<file path="src/abm_pkg.sv">
`timescale 1ns / 1ps

package abm_pkg;

   localparam int HdrLen   = 32;
   localparam int CrcSpan  = 28;
   localparam int IdxW     = 5;

   localparam logic [31:0] CRC_POLY = 32'hedb8_8320;
   localparam logic [31:0] CRC_ONES = 32'hffff_ffff;

   localparam logic [2:0] OP_LOAD    = 3'd0;
   localparam logic [2:0] OP_CHECK   = 3'd1;
   localparam logic [2:0] OP_MARK    = 3'd2;
   localparam logic [2:0] OP_ACTIVE  = 3'd3;
   localparam logic [2:0] OP_STABLE  = 3'd4;
   localparam logic [2:0] OP_DISABLE = 3'd5;

   localparam logic [2:0] ST_OK           = 3'd0;
   localparam logic [2:0] ST_INCOMPLETE   = 3'd1;
   localparam logic [2:0] ST_BAD_MAGIC    = 3'd2;
   localparam logic [2:0] ST_BAD_VERSION  = 3'd3;
   localparam logic [2:0] ST_BAD_CRC      = 3'd4;
   localparam logic [2:0] ST_NOT_BOOTABLE = 3'd5;

   localparam logic CSR_MAX_PRIORITY = 1'b0;
   localparam logic CSR_MAX_TRIES    = 1'b1;

   localparam logic [7:0] MAGIC_0     = 8'h41;
   localparam logic [7:0] MAGIC_1     = 8'h42;
   localparam logic [7:0] MAGIC_2     = 8'h30;
   localparam logic [7:0] HDR_VERSION = 8'd1;
   localparam logic [7:0] PRI_RESET   = 8'd15;
   localparam logic [7:0] TRIES_RESET = 8'd7;

   localparam int SlotAAt = 8;
   localparam int SlotBAt = 12;

   typedef struct packed {
      logic load;
      logic start;
      logic single;
      logic write_slots;
      logic crc_step;
      logic write_crc;
      logic emit;
   } abm_cmd_type;

   typedef struct packed {
      logic single_needed;
      logic crc_last;
      logic emit_last;
      logic out_free;
   } abm_stat_type;

endpackage

</file>
<file path="src/ab_boot_slot_metadata_update.sv">
`timescale 1ns / 1ps
// Channel   Ports                                     Direction
// req       req_valid/req_stall, op, byte, slot       in
// rsp       rsp_valid/rsp_stall, byte, index, flags   out
// csr       csr_write_en, csr_index, csr_wdata        in, write only
//
// A load leaves the controller idle, so loads can follow one another. A command
// is accepted in the idle state and decided in the decide state; an error or
// check then gives its single item. An update walks the 28 CRC bytes one per
// cycle through the CRC unit, writes the CRC, then emits 32 items. Output
// stalls hold the emit sequencer and a pending single item.
// Reset is synchronous; the header store is not cleared.

module ab_boot_slot_metadata_update (
   input  logic       clock,
   input  logic       reset,
   input  logic       csr_write_en,
   input  logic       csr_index,
   input  logic [7:0] csr_wdata,
   input  logic       req_valid,
   output logic       req_stall,
   input  logic [2:0] req_operation,
   input  logic [7:0] req_data_byte,
   input  logic       req_target_slot,
   output logic       rsp_valid,
   input  logic       rsp_stall,
   output logic [7:0] rsp_out_byte,
   output logic [4:0] rsp_byte_index,
   output logic       rsp_last,
   output logic [2:0] rsp_status,
   output logic       rsp_slot_a_bootable,
   output logic       rsp_slot_b_bootable,
   output logic       rsp_slot_a_illegal,
   output logic       rsp_slot_b_illegal
);
   import abm_pkg::*;

   abm_cmd_type  cmd;
   abm_stat_type stat;

   abm_ctrl u_ctrl (
      .clock         (clock),
      .reset         (reset),
      .req_valid     (req_valid),
      .req_operation (req_operation),
      .req_stall     (req_stall),
      .cmd           (cmd),
      .stat          (stat)
   );

   abm_datapath u_datapath (
      .clock               (clock),
      .reset               (reset),
      .csr_write_en        (csr_write_en),
      .csr_index           (csr_index),
      .csr_wdata           (csr_wdata),
      .req_operation       (req_operation),
      .req_data_byte       (req_data_byte),
      .req_target_slot     (req_target_slot),
      .cmd                 (cmd),
      .stat                (stat),
      .rsp_stall           (rsp_stall),
      .rsp_valid           (rsp_valid),
      .rsp_out_byte        (rsp_out_byte),
      .rsp_byte_index      (rsp_byte_index),
      .rsp_last            (rsp_last),
      .rsp_status          (rsp_status),
      .rsp_slot_a_bootable (rsp_slot_a_bootable),
      .rsp_slot_b_bootable (rsp_slot_b_bootable),
      .rsp_slot_a_illegal  (rsp_slot_a_illegal),
      .rsp_slot_b_illegal  (rsp_slot_b_illegal)
   );

endmodule

</file>
<file path="src/abm_datapath.sv">
`timescale 1ns / 1ps

module abm_datapath (
   input  logic                  clock,
   input  logic                  reset,
   input  logic                  csr_write_en,
   input  logic                  csr_index,
   input  logic [7:0]            csr_wdata,
   input  logic [2:0]            req_operation,
   input  logic [7:0]            req_data_byte,
   input  logic                  req_target_slot,
   input  abm_pkg::abm_cmd_type  cmd,
   output abm_pkg::abm_stat_type stat,
   input  logic                  rsp_stall,
   output logic                  rsp_valid,
   output logic [7:0]            rsp_out_byte,
   output logic [4:0]            rsp_byte_index,
   output logic                  rsp_last,
   output logic [2:0]            rsp_status,
   output logic                  rsp_slot_a_bootable,
   output logic                  rsp_slot_b_bootable,
   output logic                  rsp_slot_a_illegal,
   output logic                  rsp_slot_b_illegal
);
   import abm_pkg::*;

   typedef logic [3:0][7:0] slot_type;

   function automatic logic is_bootable(slot_type s);
      return (s[0] != 8'd0) && ((s[2] != 8'd0) || (s[1] != 8'd0));
   endfunction

   function automatic logic is_illegal(slot_type s);
      return (s[0] != 8'd0) && (s[1] != 8'd0) && (s[2] != 8'd0);
   endfunction

   function automatic logic is_kept(slot_type s);
      return (s[0] != 8'd0) && ((s[1] != 8'd0) != (s[2] != 8'd0));
   endfunction

   function automatic slot_type normalize(slot_type s);
      return is_kept(s) ? s : '0;
   endfunction

   function automatic logic [31:0] crc_byte(logic [31:0] c_in, logic [7:0] b);
      logic [31:0] c;
      c = c_in ^ {24'd0, b};
      for (int k = 0; k < 8; k++) begin
         c = c[0] ? ((c >> 1) ^ CRC_POLY) : (c >> 1);
      end
      return c;
   endfunction

   logic [7:0]  hdr_ff [HdrLen];
   logic [7:0]  hdr_in [HdrLen];
   logic [5:0]  loaded_ff, loaded_in;
   logic [31:0] crc_ff, crc_in;
   logic [IdxW-1:0] idx_ff, idx_in;
   logic [7:0]  max_pri_ff, max_pri_in;
   logic [7:0]  max_tries_ff, max_tries_in;
   logic [2:0]  op_ff, op_in;
   logic        slot_ff, slot_in;

   logic        rsp_valid_ff, rsp_valid_in;
   logic [7:0]  out_byte_ff, out_byte_in;
   logic [4:0]  byte_index_ff, byte_index_in;
   logic        last_ff, last_in;
   logic [2:0]  status_ff, status_in;
   logic [3:0]  flags_ff, flags_in;

   slot_type    slot_a, slot_b, tgt_old, oth_old, tgt_new, oth_new, new_a, new_b;
   logic [7:0]  lowered;
   logic [31:0] stored_crc;
   logic [2:0]  cmd_status;
   logic [3:0]  cur_flags;
   logic [4:0]  load_at;

   always_comb begin
      for (int i = 0; i < 4; i++) begin
         slot_a[i] = hdr_ff[IdxW'(SlotAAt + i)];
         slot_b[i] = hdr_ff[IdxW'(SlotBAt + i)];
      end
   end

   assign cur_flags = {is_illegal(slot_b), is_illegal(slot_a),
                       is_bootable(slot_b), is_bootable(slot_a)};

   assign stored_crc = {hdr_ff[CrcSpan], hdr_ff[CrcSpan + 1],
                        hdr_ff[CrcSpan + 2], hdr_ff[CrcSpan + 3]};

   // slot update for set active / make stable / mark / disable
   always_comb begin
      tgt_old = slot_ff ? slot_b : slot_a;
      oth_old = slot_ff ? slot_a : slot_b;
      lowered = (max_pri_ff != 8'd0) ? (max_pri_ff - 8'd1) : 8'd0;
      tgt_new = normalize(tgt_old);
      oth_new = normalize(oth_old);
      unique case (op_ff)
         OP_DISABLE: begin
            tgt_new = '0;
            oth_new = oth_old;
         end
         OP_MARK: begin
            tgt_new[1] = 8'd0;
            tgt_new[2] = 8'd1;
            tgt_new[3] = 8'd0;
         end
         OP_ACTIVE: begin
            tgt_new = {8'd0, 8'd0, max_tries_ff, max_pri_ff};
            if (oth_new[0] == max_pri_ff) begin
               oth_new[0] = lowered;
            end
         end
         OP_STABLE: begin
            tgt_new = {8'd0, 8'd1, 8'd0, max_pri_ff};
            if (oth_new[0] >= max_pri_ff) begin
               oth_new[0] = lowered;
            end
         end
         default: begin
         end
      endcase
      new_a = slot_ff ? oth_new : tgt_new;
      new_b = slot_ff ? tgt_new : oth_new;
   end

   always_comb begin
      priority if (loaded_ff != 6'(HdrLen)) begin
         cmd_status = ST_INCOMPLETE;
      end else if (hdr_ff[1] != MAGIC_0 || hdr_ff[2] != MAGIC_1 || hdr_ff[3] != MAGIC_2) begin
         cmd_status = ST_BAD_MAGIC;
      end else if (hdr_ff[4] != HDR_VERSION) begin
         cmd_status = ST_BAD_VERSION;
      end else if (stored_crc != ~crc_ff) begin
         cmd_status = ST_BAD_CRC;
      end else if (op_ff == OP_MARK && !is_kept(tgt_old)) begin
         cmd_status = ST_NOT_BOOTABLE;
      end else begin
         cmd_status = ST_OK;
      end
   end

   assign stat.single_needed = (cmd_status != ST_OK) || (op_ff == OP_CHECK);
   assign stat.crc_last      = (idx_ff == IdxW'(CrcSpan - 1));
   assign stat.emit_last     = (idx_ff == IdxW'(HdrLen - 1));
   assign stat.out_free      = !rsp_valid_ff || !rsp_stall;

   assign load_at = loaded_ff[5] ? 5'd0 : loaded_ff[4:0];

   always_comb begin
      hdr_in        = hdr_ff;
      loaded_in     = loaded_ff;
      crc_in        = crc_ff;
      idx_in        = idx_ff;
      max_pri_in    = max_pri_ff;
      max_tries_in  = max_tries_ff;
      op_in         = op_ff;
      slot_in       = slot_ff;
      rsp_valid_in  = rsp_valid_ff;
      out_byte_in   = out_byte_ff;
      byte_index_in = byte_index_ff;
      last_in       = last_ff;
      status_in     = status_ff;
      flags_in      = flags_ff;

      if (csr_write_en) begin
         unique case (csr_index)
            CSR_MAX_PRIORITY: max_pri_in   = csr_wdata;
            CSR_MAX_TRIES:    max_tries_in = csr_wdata;
         endcase
      end

      if (cmd.load) begin
         hdr_in[load_at] = req_data_byte;
         if (loaded_ff[5]) begin
            loaded_in = 6'd1;
            crc_in    = crc_byte(CRC_ONES, req_data_byte);
         end else begin
            loaded_in = loaded_ff + 6'd1;
            if (loaded_ff < 6'(CrcSpan)) begin
               crc_in = crc_byte(crc_ff, req_data_byte);
            end
         end
      end

      if (cmd.start) begin
         op_in   = req_operation;
         slot_in = req_target_slot;
      end

      if (cmd.write_slots) begin
         for (int i = 0; i < 4; i++) begin
            hdr_in[IdxW'(SlotAAt + i)] = new_a[i];
            hdr_in[IdxW'(SlotBAt + i)] = new_b[i];
         end
         idx_in = '0;
         crc_in = CRC_ONES;
      end

      if (cmd.crc_step) begin
         crc_in = crc_byte(crc_ff, hdr_ff[idx_ff]);
         idx_in = idx_ff + IdxW'(1);
      end

      if (cmd.write_crc) begin
         hdr_in[CrcSpan]     = ~crc_ff[31:24];
         hdr_in[CrcSpan + 1] = ~crc_ff[23:16];
         hdr_in[CrcSpan + 2] = ~crc_ff[15:8];
         hdr_in[CrcSpan + 3] = ~crc_ff[7:0];
         idx_in = '0;
      end

      if (rsp_valid_ff && !rsp_stall) begin
         rsp_valid_in = 1'b0;
      end

      if (cmd.single) begin
         rsp_valid_in  = 1'b1;
         out_byte_in   = 8'd0;
         byte_index_in = 5'd0;
         last_in       = 1'b1;
         status_in     = cmd_status;
         flags_in      = (cmd_status == ST_OK) ? cur_flags : 4'd0;
      end

      if (cmd.emit) begin
         rsp_valid_in  = 1'b1;
         out_byte_in   = hdr_ff[idx_ff];
         byte_index_in = idx_ff;
         last_in       = (idx_ff == IdxW'(HdrLen - 1));
         status_in     = ST_OK;
         flags_in      = cur_flags;
         idx_in        = idx_ff + IdxW'(1);
      end
   end

   always_ff @(posedge clock) begin
      if (reset) begin
         loaded_ff    <= '0;
         crc_ff       <= CRC_ONES;
         idx_ff       <= '0;
         max_pri_ff   <= PRI_RESET;
         max_tries_ff <= TRIES_RESET;
         rsp_valid_ff <= 1'b0;
      end else begin
         loaded_ff    <= loaded_in;
         crc_ff       <= crc_in;
         idx_ff       <= idx_in;
         max_pri_ff   <= max_pri_in;
         max_tries_ff <= max_tries_in;
         rsp_valid_ff <= rsp_valid_in;
      end
   end

   always_ff @(posedge clock) begin
      hdr_ff        <= hdr_in;
      op_ff         <= op_in;
      slot_ff       <= slot_in;
      out_byte_ff   <= out_byte_in;
      byte_index_ff <= byte_index_in;
      last_ff       <= last_in;
      status_ff     <= status_in;
      flags_ff      <= flags_in;
   end

   assign rsp_valid           = rsp_valid_ff;
   assign rsp_out_byte        = out_byte_ff;
   assign rsp_byte_index      = byte_index_ff;
   assign rsp_last            = last_ff;
   assign rsp_status          = status_ff;
   assign rsp_slot_a_bootable = flags_ff[0];
   assign rsp_slot_b_bootable = flags_ff[1];
   assign rsp_slot_a_illegal  = flags_ff[2];
   assign rsp_slot_b_illegal  = flags_ff[3];

endmodule

</file>
<file path="src/abm_ctrl.sv">
`timescale 1ns / 1ps

module abm_ctrl (
   input  logic                  clock,
   input  logic                  reset,
   input  logic                  req_valid,
   input  logic [2:0]            req_operation,
   output logic                  req_stall,
   output abm_pkg::abm_cmd_type  cmd,
   input  abm_pkg::abm_stat_type stat
);
   import abm_pkg::*;

   typedef enum logic [2:0] {
      S_IDLE,
      S_DECIDE,
      S_CRC,
      S_WRITE_CRC,
      S_EMIT
   } state_type;

   state_type state_ff, state_in;

   always_comb begin
      state_in = state_ff;
      cmd      = '0;
      unique case (state_ff)
         S_IDLE: begin
            if (req_valid) begin
               if (req_operation == OP_LOAD) begin
                  cmd.load = 1'b1;
               end else if (req_operation <= OP_DISABLE) begin
                  cmd.start = 1'b1;
                  state_in  = S_DECIDE;
               end
            end
         end
         S_DECIDE: begin
            if (stat.single_needed) begin
               if (stat.out_free) begin
                  cmd.single = 1'b1;
                  state_in   = S_IDLE;
               end
            end else begin
               cmd.write_slots = 1'b1;
               state_in        = S_CRC;
            end
         end
         S_CRC: begin
            cmd.crc_step = 1'b1;
            if (stat.crc_last) begin
               state_in = S_WRITE_CRC;
            end
         end
         S_WRITE_CRC: begin
            cmd.write_crc = 1'b1;
            state_in      = S_EMIT;
         end
         S_EMIT: begin
            if (stat.out_free) begin
               cmd.emit = 1'b1;
               if (stat.emit_last) begin
                  state_in = S_IDLE;
               end
            end
         end
         default: begin
            state_in = S_IDLE;
         end
      endcase
   end

   always_ff @(posedge clock) begin
      if (reset) begin
         state_ff <= S_IDLE;
      end else begin
         state_ff <= state_in;
      end
   end

   assign req_stall = (state_ff != S_IDLE);

endmodule
</file>
<file path="config.mk">
export PLATFORM = sky130hd
export DESIGN_NAME = ab_boot_slot_metadata_update
export DESIGN_NICKNAME = d
export VERILOG_FILES = /design/src/abm_pkg.sv /design/src/ab_boot_slot_metadata_update.sv /design/src/abm_datapath.sv /design/src/abm_ctrl.sv
export SDC_FILE = /design/constraint.sdc
export NUM_CORES = 1
export LEC_CHECK = 0
export ABC_CLOCK_PERIOD_IN_PS = 13200
export BUFFER_PORTS_ARGS = -buffer_cell sky130_fd_sc_hd__buf_2
export CORE_MARGIN = 2
export CORE_UTILIZATION = 45
export CTS_CLUSTER_SIZE = 40
export DETAILED_ROUTE_END_ITERATION = 7
export GPL_TIMING_DRIVEN = 0
export PLACE_DENSITY = 0.69
export SYNTH_ARGS = -nofsm -noshare
export SYNTH_HDL_FRONTEND = slang
export SYNTH_SLANG_ARGS = --single-unit
</file>
<file path="constraint.sdc">
create_clock -name clock -period 13.2 [get_ports clock]
set_clock_uncertainty 0.2 [all_clocks]
set_input_delay 1.32 -clock clock [delete_from_list [all_inputs] [get_ports clock]]
set_output_delay 1.32 -clock clock [all_outputs]
set_load 0.02 [all_outputs]
</file>
* Word-level counts from Yosys, hierarchy flattened
Index checks and enable logic that the tools add are counted.
W data, S select, Z words.
** Storage, ports and cells
- Register bits :: 344
- Bits in latches :: 0
- Bits in writable memories :: 0
- Memory bits (read-only) :: 0
- Bits of input ports :: 26
- Output and inout bits :: 23
- Word-level logic and storage cells :: 263
- Memories :: 0
** Operators by class
- Add/subtract/negate cells :: 3
- $mul :: 0
- Div/mod/pow operators :: 0
- Magnitude comparators :: 6
- Equality and inequality tests :: 27
- Shift operators :: 0
- Multiplexer cells :: 95
- Bitwise logic cells :: 35
- Reductions and logical operators :: 51
** Operators by type and width (count)
- $mux W32 :: 36
- $not A13 Y14 :: 24
- $bwmux W256 :: 1
- $mux W192 :: 1
- $reduce_bool A8 Y1 :: 13
- $pmux W24 S3 :: 1
- $mux W64 :: 1
- $mux W8 :: 8
- $xor A32 B8 Y32 :: 2
- $bmux W8 S5 :: 1
- $demux W8 S5 :: 1
- $mux W3 :: 13
- $mux W5 :: 7
- $ne A32 B32 Y1 :: 1
- $not A32 Y32 :: 1
- $not A8 Y32 :: 1
- $not A8 Y8 :: 4
- $mux W24 :: 1
- $pmux W8 S3 :: 1
- $ne A8 B7 Y1 const B :: 2
- $pmux W8 S2 :: 1
- $pmux W3 S5 :: 1
- $mux W1 :: 14
- $eq A3 B2 Y1 const B :: 4
- 34 further kinds :: 77

* Longest topological paths before layout
Gate-level depths: netlist of the first run.
- Depth after elaboration :: 22
- Depth in mapped cells :: 16
- Mapped depth without buffers :: 15

* Hierarchy
Synthesis of the first run repeated with hierarchy kept, for this count alone.
** Second synthesis, totals
- Cells, all modules :: 1669
- Area total of the unflattened synthesis :: 19416.1 µm²
** Modules (own cells, without submodules)
- abm_datapath :: instances 1, cells each 1634, area an instance 19160.9 µm², sequential area each 9609.2 µm²
- abm_ctrl :: instances 1, cells each 35, area an instance 255.2 µm², sequential area each 60.1 µm²

* Worst setup path after synthesis of the first run
OpenSTA, ideal clock, no wires.
- Path type :: register -> register
- Start :: register u_datapath.hdr_ff[180] (netlist name)
- End :: register u_datapath.hdr_ff[187] (netlist name) (data pin)
- Setup time :: 257 ps
- Arrival :: 3808 ps
- Required time :: 12743 ps
- Setup slack :: 8935 ps
- Stages on the path, launching flop included :: 17
- Path buffers :: 1
- Clock period less this slack :: 4265 ps
- Cells stage by stage :: edfxtp_1 -> or4_1 -> a211o_1 -> a21oi_1 -> mux2i_1 -> clkbuf_1 -> or2_2 -> ha_1 -> nand2b_1 -> a21oi_1 -> a21oi_1 -> mux2i_1 -> a31o_2 -> a21boi_4 -> a2bb2oi_1 -> nand3_1 -> a32o_1
** RTL lines
- from (decl) :: RTL line abm_datapath.sv:54 : logic [7:0] hdr_ff [HdrLen];
- from (signal assigned) :: RTL line abm_datapath.sv:256 : hdr_ff <= hdr_in;

==> flow_metrics.py, run 1 <==
metrics = {
    "sta": {
        "finalSetupViolCount": 0,
        "finalHoldViolations": 0,
        "relSlewSlack_pct": -1.050,
        "worst_slew_pin_slew_ns": 1.500,
        "period_share_pct": 38.96,
        "final.setup.tns_ns": 0,
        "grt_setup_unrepaired": "false",
        "fin_ws_ns": 8.057,
        "max_freq_mhz": 194.4,
        "slew_viol_final": 1,
        "period_minus_slack_ns": 5.143,
    },
    "final_layout": {
        "nFillCells": 3765,
        "multi_input_area_mm2": 0.009054,
        "stdcell_area_mm2": 0.02178,
        "layout-drive-gt1-share_pct": 10.83,
        "areaGrowthSynthToFinish_pct": 12.08,
        "layout_commonest_cell": "edfxtp_1",
        "layout_common_cells": "edfxtp_1 (278), xnor2_1 (177), nor2_1 (158)",
        "seq_area_mm2": 0.009669,
        "fin_nets": 1839,
    },
    "power_and_ir_drop": {
        "finalPower_mw": 2.633,
        "p_leak_nw": 7.147,
        "ir_worst_vdd_mv": 0.07337,
        "power_density_mw_per_mm2": 120.9,
    },
    "floorplanning": {
        "boundaryPins": 49,
        "rows": 76,
        "die_h_um": 211.8,
        "coreArea_mm2": 0.04289,
        "fp.dieW_um": 211.8,
        "start_util_pct": 45.31,
        "fp.dieArea_mm2": 0.04486,
    },
    "global_routing": {
        "grt.overflow.total": 0,
        "grt_first_pass_wirelength_um": 91700,
        "antenna_found_initial": 0,
        "groute.usage.overall_pct": 27.96,
        "grt_max_degree": 25,
        "grt_pass1_vias": 13955,
    },
    "setup_path": {
        "path_cells": "nor4_1, o211ai_1, a21oi_1, mux2i_1, clkbuf_1, or2_2, ha_1, nand2b_1, a21oi_1, a21oi_1, mux2i_1, a31o_2, a21boi_4, a2bb2oi_1, nand3_1, a32o_1",
        "crit_path_max_fanout": 10,
        "crit_family": "compound AO/OA/AOI/OAI gates",
        "slowest_delay_ns": 0.80,
        "crit_arrival_ns": 5.26,
        "critical_path_buf_inv_count": 1,
        "timing.critical_path.slowest_stage_cell": "nor4_1",
        "cp-end-kind": "flip-flop",
        "reg2reg_setup_slack_ns": 8.06,
        "r2r-start": "u_datapath.hdr_ff[173]$_DFFE_PP_",
        "critPathLaunchType": "flip-flop",
        "crit_type": "flip-flop to flip-flop",
        "r2r-end": "u_datapath.hdr_ff[187]$_DFFE_PP_",
        "crit_required_ns": 13.32,
        "cp_common_cell": "a21oi_1",
        "rr_worst_depth": 16,
    },
    "place": {
        "port_buffers": 47,
        "place_area_mm2": 0.02040,
        "gp_congestion": 0.9854,
        "pre_cts_slack_ns": 8.145,
        "hpwl_um": 45360,
    },
    "yosys": {
        "yosysWarnings": 0,
        "avgSynthCellArea_um2": 11.35,
        "ys_seq_area_share_pct": 49.76,
        "synth-seq-cells": 344,
        "synth_cell_types": 78,
        "synth_edf_count": 278,
        "yosysTopAreaCellShare_pct": 42.96,
        "synth-async-reset-ratio_pct": 0,
        "yosysTopAreaCell": "edfxtp_1",
        "syn_inst": 1712,
        "dominantRegCellSynth": "edfxtp_1",
        "syn-num-nets": 1751,
        "synthTopCellsByArea": "edfxtp_1 (43%), xnor2_1 (8.0%), dfxtp_1 (6.8%)",
        "syn-cell-area_mm2": 0.01943,
    },
    "clock_tree": {
        "postCtsSetupRepairBufs": 0,
        "cts_root_buf": "clkbuf_16",
        "cts_resized": 0,
        "clock-sinks": 344,
        "cts_tree": "done",
        "htree_levels": 2,
        "cts_buffers": 39,
        "cts_buffer_depth": 3,
        "clk_pin_slew_ns": 0.06,
        "clock_latency_ns": 0.57,
        "cts_hold_buf": 0,
    },
    "routing": {
        "final_antenna_net_count": 0,
        "first_pass_iters": 8,
        "drt_iter0_drc": 1785,
        "routed_wl_um": 62250,
        "dr_total_vias": 14614,
        "viasPerCell": 6.051,
        "wl_per_cell_um": 25.78,
        "drc_errors": 0,
    },
    "worst_hold_path": {
        "hold_end": "u_datapath.rsp_status[0]$_SDFFE_PP0P_",
        "min-delay-start": "u_datapath.rsp_status[0]$_SDFFE_PP0P_",
        "hp-class": "flip-flop to flip-flop",
        "hold_depth": 2,
    },
    "job": {
        "drv_cap": 1,
    },
    "run_status": {
        "status": "complete, but fails checks",
        "violations": "capacitance limit, slew limit",
    },
}
==> logic make-up (layout without fill, tap and decap cells) <==
family	count (synthesis)	after routing	share of synthesized area (%)
compound gates	374	374	13.95
xor+xnor	241	241	12.31
fa+ha+maj	13	13	0.8370
buf+inv	151	268	3.657
flops	344	344	49.76
mux	132	132	8.363
other cells	0	1	0
simple gates	457	457	11.13
==> where the power goes <==
part | internal, mW | switching (mW)
Clock | 0.708 | 0.458
Sequential | 1.18 | 0.00764
Combinational | 0.114 | 0.169
==> worst max path at each step <==
stage / end / depth (start not counted) / start
finish: u_datapath.hdr_ff[187]$_DFFE_PP_ / 16 / u_datapath.hdr_ff[173]$_DFFE_PP_
global route: u_datapath.hdr_ff[187]$_DFFE_PP_ / 16 / u_datapath.hdr_ff[172]$_DFFE_PP_
CTS: u_datapath.hdr_ff[187]$_DFFE_PP_ / 16 / u_datapath.hdr_ff[172]$_DFFE_PP_
detailed placement: u_datapath.hdr_ff[184]$_DFFE_PP_ / 5 / req_operation[2]
global placement: u_datapath.hdr_ff[187]$_DFFE_PP_ / 5 / req_operation[2]
floorplan: u_datapath.hdr_ff[187]$_DFFE_PP_ / 16 / u_datapath.hdr_ff[180]$_DFFE_PP_
==> cell type report <==
| cell class | instances | share of cell area [%] |
|---|---|---|
| sequential | 344 | 44.39 |
| multi-input combinational | 1217 | 41.57 |
| clock buffer | 47 | 5.003 |
| tap | 585 | 3.361 |
| buffer | 135 | 2.987 |
| clock inverter | 23 | 1.321 |
| timing repair buffer | 47 | 1.080 |
| inverter | 16 | 0.2757 |
| antenna | 1 | 0.01149 |
==> layer usage <==
layer / share of wire [%] / wire length [µm] / up-vias / GRT usage, %
met5: 0 / 0 / - / 0
met2: 44 / 27170 / 839 / 42.29
met3: 10 / 6521 / 115 / 5.548
met1: 42 / 26330 / 7139 / 39.89
li1: - / - / 6521 / -
met4: 3.6 / 2225 / 0 / 10.15
==> worst reg2reg max path, stage by stage, from the launching register on <==
cell and delay, ns:
edfxtp_1 0.45, nor4_1 0.80, o211ai_1 0.24, a21oi_1 0.27, mux2i_1 0.15, clkbuf_1 0.27
or2_2 0.36, ha_1 0.29, nand2b_1 0.15, a21oi_1 0.19, a21oi_1 0.09, mux2i_1 0.18
a31o_2 0.22, a21boi_4 0.31, a2bb2oi_1 0.31, nand3_1 0.12, a32o_1 0.29
==> sequential cells by signal (all words and copies together) (netlist names), 3 cells and up <==
name and flops:
u_datapath.rsp_status 3, u_datapath.crc_ff 32, u_datapath.rsp_byte_index 5, u_datapath.max_pri_ff 8, u_datapath.flags_ff 4, u_datapath.op_ff 3
u_datapath.max_tries_ff 8, u_ctrl.state_ff 3, u_datapath.hdr_ff 256, u_datapath.idx_ff 5, u_datapath.loaded_ff 6, u_datapath.rsp_out_byte 8
==> synthesized netlist by cell type (15+ instances only) <==
cell / count
xor2_1: 43
a22o_1: 41
a221o_1: 29
inv_1: 16
xnor2_1: 177
nand2_1: 132
mux4_2: 16
clkbuf_1: 91
edfxtp_1: 278
mux2i_1: 105
a211o_1: 15
nor2_1: 158
nor2b_1: 18
o21a_1: 39
a21oi_1: 57
dfxtp_1: 66
o21ai_0: 57
a22oi_1: 60
buf_2: 22
and2_1: 18
nand3_1: 29
==> per-stage QoR <==
step / instances / utilization (%) / hold slack [ns]
after CTS: 2414 / 50.78 / 0.2738
final: 2415 / 50.79 / 0.2758
after global placement: 2344 / 47.57 / 0.2564
after detailed placement: 2344 / 47.57 / 0.2647
after global routing: 2414 / 50.78 / 0.2974
after floorplan: 1712 / - / 0.2500
(Power assumes the default switching activity.)
==> inputs of run 2 (changes only) <==
--- a/config.mk
+++ b/config.mk
@@ -5,14 +5,14 @@
 export SDC_FILE = /design/constraint.sdc
 export NUM_CORES = 1
 export LEC_CHECK = 0
-export ABC_CLOCK_PERIOD_IN_PS = 13200
+export ABC_CLOCK_PERIOD_IN_PS = 4400
 export BUFFER_PORTS_ARGS = -buffer_cell sky130_fd_sc_hd__buf_2
 export CORE_MARGIN = 2
 export CORE_UTILIZATION = 45
 export CTS_CLUSTER_SIZE = 40
 export DETAILED_ROUTE_END_ITERATION = 7
 export GPL_TIMING_DRIVEN = 0
-export PLACE_DENSITY = 0.69
+export PLACE_DENSITY = 0.71
 export SYNTH_ARGS = -nofsm -noshare
 export SYNTH_HDL_FRONTEND = slang
 export SYNTH_SLANG_ARGS = --single-unit
==> constraint.sdc (replaced) <==
create_clock -name clock -period 4.4 [get_ports clock]
set_clock_uncertainty 0.2 [all_clocks]
set_input_delay 0.44 -clock clock [delete_from_list [all_inputs] [get_ports clock]]
set_output_delay 0.44 -clock clock [all_outputs]
set_load 0.02 [all_outputs]
==> flow_metrics.py, run 2 (same netlist as run 1, synthesis figures left out) <==
metrics = {
    "global_routing": {
        "groute.usage.overall_pct": 28.57,
        "grt_first_pass_wirelength_um": 93410,
        "antenna_found_initial": 0,
        "grt_max_degree": 25,
        "grt.overflow.total": 0,
        "grt_pass1_vias": 14391,
    },
    "routing": {
        "drt_iter0_drc": 1904,
        "top_layer": "met4",
        "wl_met2_um": 28210,
        "drc_errors": 0,
        "first_pass_iters": 6,
        "viasPerCell": 6.210,
        "wl_per_cell_um": 26.21,
        "dr_total_vias": 15203,
        "final_antenna_net_count": 0,
        "met1_length_um": 26420,
        "wl_met3_um": 7045,
        "routed_wl_um": 64150,
    },
    "setup_path": {
        "crit_path_max_fanout": 6,
        "critPathLaunchType": "flip-flop",
        "crit_type": "flip-flop to flip-flop",
        "r2r-start": "u_datapath.hdr_ff[182]$_DFFE_PP_",
        "cp-end-kind": "flip-flop",
        "crit_arrival_ns": 4.57,
        "crit_required_ns": 4.53,
        "rr_worst_depth": 16,
        "reg2reg_setup_slack_ns": -0.04,
        "r2r-end": "u_datapath.hdr_ff[187]$_DFFE_PP_",
    },
    "sta": {
        "finalHoldViolations": 0,
        "worst_slew_pin_slew_ns": 1.144,
        "fin_ws_ns": -0.04440,
        "period_share_pct": 101.0,
        "finalSetupViolCount": 7,
        "max_freq_mhz": 225.0,
        "period_minus_slack_ns": 4.444,
        "slew_viol_final": 0,
        "grt_setup_unrepaired": "true",
        "final.setup.tns_ns": -0.1078,
        "holdWs_ns": 0.1016,
        "relSlewSlack_pct": 23.11,
    },
    "job": {
        "drv_cap": 0,
    },
    "worst_hold_path": {
        "hold_depth": 3,
        "hp-class": "input pin to flip-flop",
        "min-delay-start": "reset",
        "hold_end": "u_datapath.crc_ff[18]$_SDFFE_PP1P_",
    },
    "clock_tree": {
        "cts_tree": "done",
        "cts_buffers": 37,
        "clock_latency_ns": 0.58,
        "clock-sinks": 344,
        "htree_levels": 2,
        "cts_root_buf": "clkbuf_16",
        "clk_pin_slew_ns": 0.07,
        "cts_buffer_depth": 3,
    },
    "final_layout": {
        "seq_area_mm2": 0.009669,
        "layout_commonest_cell": "edfxtp_1",
        "fin_nets": 1877,
        "layout-drive-gt1-share_pct": 14.28,
        "multi_input_area_mm2": 0.009365,
        "final_cells": 2448,
        "top_regs": "u_datapath.hdr_ff x256, u_datapath.crc_ff x32",
        "areaGrowthSynthToFinish_pct": 14.49,
        "nFillCells": 3747,
        "top_register": "u_datapath.hdr_ff",
        "antenna-diode-count": 0,
        "largest_reg_flops": 256,
        "layout_common_cells": "edfxtp_1 (278), xnor2_1 (177), nor2_1 (151)",
        "fin_util_pct": 51.88,
    },
    "floorplanning": {
        "start_util_pct": 45.31,
        "rows": 76,
        "fp.dieW_um": 211.8,
        "fp.dieArea_mm2": 0.04486,
        "die_h_um": 211.8,
        "boundaryPins": 49,
        "coreArea_mm2": 0.04289,
    },
    "power_and_ir_drop": {
        "p_leak_nw": 7.292,
        "power_density_mw_per_mm2": 343.3,
        "ir_worst_vdd_mv": 0.3050,
    },
    "place": {
        "port_buffers": 47,
        "gp_congestion": 0.9566,
        "place_inst": 2345,
        "hpwl_um": 46170,
        "pre_cts_slack_ns": -0.6130,
    },
    "run_status": {
        "violations": "setup timing",
        "status": "complete, but fails checks",
    },
}
==> run 2: cell count changes in the layout (fill, tap and decap cells not counted), moves of 5 or more <==
cell,change
ha_1,-5
nor2_1,-7
buf_4,+28
ha_4,+5
a21oi_1,-5
o21ai_0,-8
dlygate4sd3_1,+12
o21ai_1,+8
==> run 2: power breakdown <==
part	switching (mW)	total, mW	internal [mW]
Combinational	0.562	0.952	0.390
Clock	1.33	3.13	1.80
Sequential	0.0253	3.55	3.53
Total	1.92	7.64	5.72
==> run 2: routing by layer <==
metal / track usage, % / vias to the layer above
met1: 40.18 / 7526
met3: 6.483 / 154
met2: 43.41 / 931
met5: 0 / -
met4: 10.08 / 0
li1: - / 6592
==> run 2: worst max path at each step <==
stage | cells past startpoint | start | slack [ns] | endpoint
after floorplan | 16 | u_datapath.hdr_ff[180]$_DFFE_PP_ | 0.13 | u_datapath.hdr_ff[187]$_DFFE_PP_
after global placement | 16 | u_datapath.hdr_ff[149]$_DFFE_PP_ | -0.52 | u_datapath.hdr_ff[187]$_DFFE_PP_
after detailed placement | 16 | u_datapath.hdr_ff[144]$_DFFE_PP_ | -0.61 | u_datapath.hdr_ff[187]$_DFFE_PP_
after CTS | 18 | u_datapath.hdr_ff[180]$_DFFE_PP_ | 0.004 | u_datapath.hdr_ff[191]$_DFFE_PP_
after global routing | 16 | u_datapath.hdr_ff[181]$_DFFE_PP_ | -0.18 | u_datapath.hdr_ff[187]$_DFFE_PP_
final | 16 | u_datapath.hdr_ff[182]$_DFFE_PP_ | -0.04 | u_datapath.hdr_ff[187]$_DFFE_PP_
==> run 2: metrics by stage <==
step	area, µm²	power [mW]
floorplan	19430	4.262
global placement	20400	4.485
detailed placement	20410	4.498
finish	22250	7.639
global route	22250	7.841
CTS	21950	7.609
==> run 2: cell type report <==
cell class,instances,area share [%]
sequential,344,43.46
multi-input combinational,1217,42.09
clock buffer,54,4.774
tap,585,3.290
buffer,134,2.947
timing repair buffer,88,2.626
clock inverter,10,0.5455
inverter,16,0.2699
==> run 2: repair_timing <==
item / CTS / global route
buffers inserted: 18 / 10
cloned: 0 / 0
hold buffers: 12 / 0
pin swaps: 12 / 33
resized for setup: 20 / 59
endpoints found under the setup margin: 37 / 88
hold endpoints to repair: 20 / 0
==> run 2: critical path, stage by stage, from the launching register on <==
cell	delay, ns
edfxtp_1	0.44
or4_4	0.51
a211o_1	0.35
a21oi_2	0.22
mux2i_1	0.13
buf_4	0.18
or2_4	0.24
ha_4	0.22
nand2b_4	0.14
a21oi_4	0.17
a21oi_2	0.07
mux2i_1	0.17
a31o_2	0.19
a21boi_4	0.31
a2bb2oi_2	0.24
nand3_1	0.11
a32o_2	0.30
